File: config.mk
export PLATFORM = sky130hd
export DESIGN_NAME = fra_apb
export DESIGN_NICKNAME = d
export VERILOG_FILES = /design/src/sv/fra_pkg.sv /design/src/sv/fra_apb.sv
export SDC_FILE = /design/constraint.sdc
export NUM_CORES = 1
export LEC_CHECK = 0
export ABC_AREA = 1
export BUFFER_PORTS_ARGS = -buffer_cell sky130_fd_sc_hd__buf_2
export CELL_PAD_IN_SITES_DETAIL_PLACEMENT = 1
export CELL_PAD_IN_SITES_GLOBAL_PLACEMENT = 2
export CORE_MARGIN = 2
export CORE_UTILIZATION = 16
export DETAILED_ROUTE_END_ITERATION = 16
export GPL_TIMING_DRIVEN = 0
export PLACE_DENSITY = 0.83
export REMOVE_ABC_BUFFERS = 1
export SLEW_MARGIN = 25
export SYNTH_ARGS = -nofsm -noshare
export SYNTH_HDL_FRONTEND = slang
export SYNTH_SLANG_ARGS = --single-unit
File: constraint.sdc
create_clock -name clk -period 1.2 [get_ports clk]
set_clock_uncertainty 0.05 [all_clocks]
set_input_delay 0.12 -clock clk [delete_from_list [all_inputs] [get_ports clk]]
set_output_delay 0.12 -clock clk [all_outputs]
set_load 0.1 [all_outputs]
File: src/sv/fra_pkg.sv
`timescale 1ns / 1ps

package fra_pkg;

  // Sizing of the store
  localparam int CAPACITY   = 1024;
  localparam int VALUE_BITS = 16;
  localparam int ADDR_BITS  = $clog2(CAPACITY);
  localparam int INDEX_BITS = ADDR_BITS + 1;

  // Stream packing
  localparam int IN_DATA_BITS  = ((2 * INDEX_BITS + VALUE_BITS + 7) / 8) * 8;
  localparam int OUT_DATA_BITS = ((VALUE_BITS + 7) / 8) * 8;

  // Configuration port
  localparam int PADDR_BITS = 3;
  localparam int PDATA_BITS = 32;

  // Register index, decoded from paddr[2]
  localparam logic REG_ACTIVE_COUNT = 1'b0;

  // Item kinds carried on the input tuser
  typedef enum logic {
    CMD_UPDATE = 1'b0,
    CMD_QUERY  = 1'b1
  } cmd_t;

  // Sequencer states
  typedef enum logic [3:0] {
    ST_CLEAR,
    ST_IDLE,
    ST_NODE_LEAF,
    ST_NODE_FOLD,
    ST_Q_LEAF,
    ST_Q_STEP,
    ST_Q_CHECK,
    ST_OUT
  } state_t;

  // Isolate the lowest set bit of a tree index
  function automatic logic [INDEX_BITS-1:0] low_bit(input logic [INDEX_BITS-1:0] x);
    return x & (~x + 1'b1);
  endfunction

endpackage

File: src/sv/fra_apb.sv
`timescale 1ns / 1ps

module fra_apb (
  input  logic                              clk,
  input  logic                              rst,
  input  logic                              psel,
  input  logic                              penable,
  input  logic                              pwrite,
  input  logic [fra_pkg::PADDR_BITS-1:0]    paddr,
  input  logic [fra_pkg::PDATA_BITS-1:0]    pwdata,
  output logic [fra_pkg::PDATA_BITS-1:0]    prdata,
  output logic                              pready,
  output logic [fra_pkg::INDEX_BITS-1:0]    active_count
);

  logic                           wr_en;
  logic [fra_pkg::INDEX_BITS-1:0] wr_value;

  assign pready = 1'b1;
  assign wr_en  = psel && penable && pwrite &&
                  (paddr[fra_pkg::PADDR_BITS-1] == fra_pkg::REG_ACTIVE_COUNT);

  // Clamp the written count into 1..CAPACITY
  always_comb begin
    if (pwdata == '0) begin
      wr_value = fra_pkg::INDEX_BITS'(1);
    end else if (pwdata > fra_pkg::PDATA_BITS'(fra_pkg::CAPACITY)) begin
      wr_value = fra_pkg::INDEX_BITS'(fra_pkg::CAPACITY);
    end else begin
      wr_value = pwdata[fra_pkg::INDEX_BITS-1:0];
    end
  end

  always_ff @(posedge clk) begin
    if (rst) begin
      active_count <= fra_pkg::INDEX_BITS'(fra_pkg::CAPACITY);
    end else if (wr_en) begin
      active_count <= wr_value;
    end
  end

  // Read back the count; other addresses read as zero
  always_comb begin
    if (paddr[fra_pkg::PADDR_BITS-1] == fra_pkg::REG_ACTIVE_COUNT) begin
      prdata = fra_pkg::PDATA_BITS'(active_count);
    end else begin
      prdata = '0;
    end
  end

endmodule

* Word-level counts from Yosys, hierarchy flattened
Cells that the tools add are included.
Operators by class: $lt $le $gt $ge 1, multiplexer cells 3, reduce and logical (&&, ||, !) cells 4, bitwise logic cells 1, divide/modulo/power cells 0, add/subtract/negate cells 0, shift-type cells 0, eq/ne operators 0, multipliers 0
Operators with widths (number):
- $mux 11 | 3
- $gt 32x11->1 const B | 1
- $logic_not 32->1 | 1
- $logic_and 1x1->1 | 3
- $not 1->1 | 1
Word-level totals: flip-flop bits (word level) 11, bits in writable memories 0, output and inout port bits 44, memories kept 0, bits in latches 0, bits in read-only memories 0

* Depth between registers and ports, before layout
Gate-level depths: netlist of the first run.
depth in word-level cells 3, mapped depth 9

* Worst setup path before layout of the first run
No wires, ideal clock.
kind register -> output, start point register active_count[10] in the netlist's numbering, end point output port prdata[10] in the netlist's numbering, arrival time 2.348 ns, cell stages (with the launch flop) 3, slack -1.318 ns, required time 1.030 ns, path buffers 0, cells stage by stage dfxtp_1 inv_1 nor2_1
Between the ends: word-level cells in the longest chain between the ends 1
Ends and longest elaborated chain:
- from (decl) | RTL line fra_apb.sv:13 | output logic [fra_pkg::INDEX_BITS-1:0] active_count
- from (signal assigned) | RTL line fra_apb.sv:36 | active_count <= fra_pkg::INDEX_BITS'(fra_pkg::CAPACITY);
- from (signal assigned) | RTL line fra_apb.sv:38 | active_count <= wr_value;
- $mux 11 | RTL line fra_apb.sv:44 | if (paddr[fra_pkg::PADDR_BITS-1] == fra_pkg::REG_ACTIVE_COUNT) begin
- to (decl) | RTL line fra_apb.sv:11 | output logic [fra_pkg::PDATA_BITS-1:0] prdata,
Every way passes these cells.

* Worst setup path in the final report of the first run
start point register active_count[10] in the netlist's numbering, end point output port active_count[10] in the netlist's numbering
No word-level cell between the ends.

==> results of run 1 <==
[cell usage in the layout, fill, tap and decap left out]
master / instances
a21oi_1: 9
a21oi_2: 1
buf_2: 39
buf_4: 10
buf_6: 10
buf_8: 1
clkbuf_1: 1
clkbuf_4: 3
clkbuf_8: 3
conb_1: 22
dfxtp_1: 5
dfxtp_2: 6
inv_1: 29
inv_2: 2
nand2_1: 24
nand2_2: 2
nand2_4: 1
nand3_1: 2
nand4_1: 10
nor2_1: 20
nor2_2: 9
nor2_8: 1
nor3_4: 1
o211ai_1: 1
o21ai_0: 1
o21ai_1: 1
[cell families after synthesis]
kind of cell / count (synthesis) / share of synthesized area, %
AND/OR/NAND/NOR: 70 / 36.5
buffers and inverters: 56 / 31.8
AO/OA/AOI/OAI: 13 / 7.56
flip-flops: 11 / 23.3
other: 2 / 0.796
[worst max path at each step]
stage	from	endpoint	slack, ns	cells after the start
after floorplan	active_count[10]$_SDFFE_PP1P_	prdata[10]	-1.32	2
after global placement	paddr[2]	active_count[0]$_SDFFE_PP0P_	-0.23	5
after detailed placement	paddr[2]	active_count[0]$_SDFFE_PP0P_	-0.25	5
after CTS	active_count[4]$_SDFFE_PP0P_	prdata[4]	-0.02	3
after global routing	active_count[5]$_SDFFE_PP0P_	prdata[5]	-0.02	3
final	active_count[10]$_SDFFE_PP1P_	active_count[10]	0.03	1
[routing by layer]
layer | wire length [um] | global-route usage, % | vias to the layer above
met1 | 1110 | 9.84 | 453
li1 | - | - | 539
met5 | 0 | 0 | -
met4 | 44 | 4.07 | 0
met2 | 1250 | 14.3 | 53
met3 | 323 | 2.89 | 5
[stage by stage]
| step | area, um^2 | util [%] |
|---|---|---|
| after CTS | 1330 | 23.7 |
| after floorplan | 835 | - |
| after global routing | 1410 | 25.1 |
| after global placement | 1220 | 21.8 |
| after detailed placement | 1220 | 21.8 |
| final | 1410 | 25.1 |
[power by group through the flow]
stage / combinational, mW / sequential (mW) / clock, mW
after floorplan: 0.364 / 0.393 / 0
after global placement: 0.467 / 0.377 / 0
after detailed placement: 0.470 / 0.377 / 0
after CTS: 0.473 / 0.370 / 0.385
after global routing: 0.509 / 0.369 / 0.411
final: 0.482 / 0.370 / 0.372
[final cells by class]
class                   count  area share, %
clock buffers               4           3.20
multi-input cells         105           36.1
inverters                  31           8.27
repair buffers             63           29.9
well taps                  72           6.40
flip-flops and latches     11           16.2
[repair_timing]
action | CTS | global route
resized for setup | 22 | 20
buffers inserted | 0 | 4
pin swaps | 1 | 1
setup endpoints to repair | 18 | 19
==> metrics.txt, run 1 <==
diodes inserted 0; antenna violations before repair 0; Synth Register Bits 11; RSZ-0062 raised after global routing yes; port bufs 59; vias in the first global route 1021; arrival time worst endpoint 1.00 ns; GR Util All Layers 8.57%; starting density of the core 16.8%; worst r2r src active_count[0]$_SDFFE_PP0P_; Iteration-0 DRC Markers 31; Crit Path Max Fanout 2; critical path cell sequence buf_2; Syn Inst Count 152; Die Area 6530 um^2; internal power 674 uW; Vias per Instance 3.67; TritonCTS Buffers 3; row count 27; clock share of power 30.4%; switching share of power 44.9%; Seq/Total Area, Yosys 23.3%; Worst path max stage delay 0.43 ns; CORE AREA 5610 um^2; max-slew violations 0; Tmin final 1.17 ns; Hold/Removal Path Class primary input to flop; top area cells in the synthesized netlist dfxtp_1 23%, buf_4 18%, inv_1 12%; Worst-path clk slew 0.05 ns; layout net count 255; final setup TNS 0 ns; Worst R2R Setup Slack 0.47 ns; grt total ovfl 0; Max clock buf depth 2; hold path depth 3; most common cell in the netlist inv_1; vias 1050; CTS tree yes; Seq. cell area 228 um^2; FMAX 855 MHz; wire per inst 9.56 um; placed insts 278; Final Power 1.22 mW; ys async rst share 0%; yosys warns 0; 1st-pass router iterations 4; Detailed Route WL 2730 um; fillers 738; multi-input logic area 508 um^2; Crit path required time 1.03 ns; largest net degree at the start of global routing 14; drt drc 0; crit start category flop; Final HPWL DP 2230 um; die width 80.8 um; Min-Delay Endpoint active_count[7]$_SDFFE_PP0P_; Final WS setup 0.0300 ns; Switch Pwr 549 uW; worst r2r dst active_count[0]$_SDFFE_PP0P_; Synth top area share 23.3%; length in cells of the worst reg-to-reg path 2; crit share post-route 97.5%; Pwr per Cell Area 869 nW/um^2; Reg power frac 30.2%; pre-CTS WS -0.252 ns; biggest regs active_count x11; max FFs per register 11; Leakage 0.740 nW; Synth Flop Type dfxtp_1; Top delay family on crit path buffers and inverters; Final Hold Viols 0; routability congestion estimate 0.670; share of layout cells above drive strength 1 41.6%; Biggest register active_count; final setup fails 0; Post-Syn Area 943 um^2; root buf cell clkbuf_8; max-cap violations 0; Die Y 80.8 um; Antenna Violating Nets Remaining 0; Sink Count 11; VDD IR max 0.291 mV; WS Path Type flop to output port; post-synth top area cell dfxtp_1; number of synthesized flops with an enable pin 0; # H-tree levels 1; CP endpoint kind output port; cts hold-fix bufs 0; wire length of the first global-routing pass 4380 um; slowest CP cell buf_2; critical hold path startpoint pwdata[7]; worst skew pair latency 0.24 ns; Hold Slack 0.112 ns; status complete, no violations; count of non-filler cells in the finished layout 286; area grow syn2layout 49.2%; syn_area_per_cell 6.21 um^2; Combinational Power Share 39.4%; Crit path buffers/inverters 1; distinct cell type count after synthesis 21; Commonest cells post-synth 29 x inv_1, 24 x nand2_1, 24 x nor2_1; # IOs 84
Power figures use the tool's default switching activity.
==> inputs of run 2 (changes only) <==
CORE_UTILIZATION = 18   (was 16)
PLACE_DENSITY = 0.92   (was 0.83)
clock period = 1.4 ns   (was 1.2 ns; I/O delays follow)
==> run 2 against run 1 <==
  * Final cell count down 2.1%
  * Worst setup slack better by 0.037 ns
  * Core utilization increased by 0.072 points
  * First-iteration DRC count is 90% higher
  * Critical endpoint is now prdata[3]
  * Largest cell class unchanged
==> metrics.txt, run 2 (synthesized netlist as in run 1, its figures left out) <==
status complete, no violations; commonest non-fill, non-tap cell in the layout buf_2; Slew @ Worst Pin 0.498 ns; grt met2 use 15.3% (+0.98 points); Sink Count 11 (unchanged); Final Hold Viols 0 (unchanged); dpl cell area 1220 um^2 (-0.20%); Vias per Instance 3.66 (-0.19%); Tmin final 1.33 ns; fillers 706 (-4.3%); Top Usage Layer GRT met2; VDD IR max 0.212 mV (-27%); row count 26 (-3.7%); die width 76.4 um (-5.4%); Die Area 5840 um^2 (-11%); WS Path Type flop to output port; max-cap violations 0 (unchanged); diodes inserted 0 (unchanged); starting density of the core 18.6% (+1.8 points); biggest regs active_count x11; max-slew violations 0 (unchanged); 1st-pass router iterations 4 (unchanged); grt total ovfl 0 (unchanged); # IOs 84 (unchanged); wire length of the first global-routing pass 4480 um (+2.2%); crit start category flop; worst skew pair latency 0.24 ns (about the same); pre-CTS WS -0.0419 ns (+0.210 ns); FMAX 750 MHz; routability congestion estimate 0.768 (+15%); largest net degree at the start of global routing 14 (unchanged); Setup Fix Bufs, Post-CTS 0 (unchanged); Worst slew margin 66.7%; M1 GR Usage 11.0% (+1.2 points); Detailed Route WL 2700 um (-1.2%); drt drc 0 (unchanged); vias 1026 (-2.3%); Hold/Removal Path Class primary input to flop; post-route design area 1280 um^2 (-9.2%); post-layout util 25.2% (+0.072 points); antenna violations before repair 0 (unchanged); CTS tree yes; root buf cell clkbuf_8; worst r2r src active_count[0]$_SDFFE_PP0P_; Worst-path clk slew 0.05 ns (about the same); TritonCTS Buffers 3 (unchanged); CORE AREA 5070 um^2 (-9.5%); RSZ-0062 raised after global routing no; Crit Path Max Fanout 3 (+1); Worst R2R Setup Slack 0.65 ns (+0.18 ns); Iteration-0 DRC Markers 59 (+90%); layout net count 251 (-1.6%); Leakage 0.706 nW (-4.6%); arrival time worst endpoint 1.14 ns (+0.14 ns); worst r2r dst active_count[0]$_SDFFE_PP0P_; Die Y 76.4 um (-5.4%); share of layout cells above drive strength 1 35.7% (-5.9 points); Pwr per Cell Area 811 nW/um^2 (-6.7%); Final WS setup 0.0666 ns (+0.0366 ns); most frequent cells in the layout 53 x buf_2, 29 x inv_1, 24 x nor2_1, 24 x nand2_1, 22 x conb_1; met3 GRT Util 3.79% (+0.90 points); crit share post-route 95.2%; final setup fails 0 (unchanged); Max clock buf depth 2 (unchanged); critical hold path startpoint pwdata[7]; Antenna Violating Nets Remaining 0 (unchanged); hold path depth 3 (unchanged); vias in the first global route 990 (-3.0%); CP endpoint kind output port; # H-tree levels 1 (unchanged); Min-Delay Endpoint active_count[7]$_SDFFE_PP0P_; wire per inst 9.65 um (+0.91%); Final Power 1.04 mW (-15%); Final HPWL DP 2300 um (+3.1%); length in cells of the worst reg-to-reg path 2 (unchanged); max FFs per register 11 (unchanged); area grow syn2layout 35.4%; port bufs 59 (unchanged); Crit path required time 1.21 ns (+0.18 ns); Biggest register active_count; GR Util All Layers 9.42% (+0.85 points)
==> run 2: cell types whose count changed in the layout (fill, tap and decap cells not counted) <==
cell	before	now
dfxtp_2	6	0
clkbuf_4	3	6
nor2_2	9	5
nor2_1	20	24
dfxtp_1	5	11
buf_2	39	53
buf_8	1	0
buf_6	10	0
buf_4	10	0
==> run 2: final cells by class <==
cell class | count | area (um^2) | area share [%]
clock buffers | 4 | 45.0 | 3.53
inverters | 31 | 116 | 9.11
multi-input cells | 105 | 498 | 39.0
flip-flops and latches | 11 | 220 | 17.2
well taps | 70 | 87.6 | 6.86
repair buffers | 59 | 310 | 24.3
==> run 2: metrics by stage <==
stage / cells / hold WS (ns) / TNS, ns
4_1_cts: 280 / 0.138 / 0
3_3_place_gp: 276 / 0.385 / -0.0428
2_1_floorplan: 147 / 0.159 / -12.20
3_5_place_dp: 276 / 0.388 / -0.0419
6_report: 280 / 0.143 / 0
5_1_grt: 280 / 0.158 / 0
==> run 2: routing by layer <==
| metal | wire length (um) | vias up |
|---|---|---|
| met4 | 34 | 0 |
| met1 | 1160 | 437 |
| met2 | 1200 | 55 |
| met5 | 0 | - |
| li1 | - | 530 |
| met3 | 307 | 4 |
==> run 2: timing repair <==
item,4_1_cts,5_1_grt
gates resized for setup,0,6
endpoints found under the setup margin,0,6
hold buffers,0,0
hold endpoints to repair,0,0
==> run 2: worst max-delay path: stages (launching register included) <==
cell     delay [ns]
dfxtp_1        0.34
inv_1          0.04
nor2_1         0.09
buf_2          0.44
==> run 2: worst max path at each step <==
stage	start	to
5_1_grt	active_count[5]$_SDFFE_PP0P_	prdata[5]
2_1_floorplan	active_count[10]$_SDFFE_PP1P_	prdata[10]
6_report	active_count[3]$_SDFFE_PP0P_	prdata[3]
3_5_place_dp	paddr[2]	active_count[0]$_SDFFE_PP0P_
3_3_place_gp	paddr[2]	active_count[0]$_SDFFE_PP0P_
4_1_cts	active_count[6]$_SDFFE_PP0P_	prdata[6]
==> run 2: power by group <==
part	total (mW)	leakage, nW	switching [mW]	internal (mW)
registers	0.317	0.0887	0.00120	0.316
logic	0.404	0.595	0.349	0.0549
clock network	0.316	0.0228	0.116	0.200
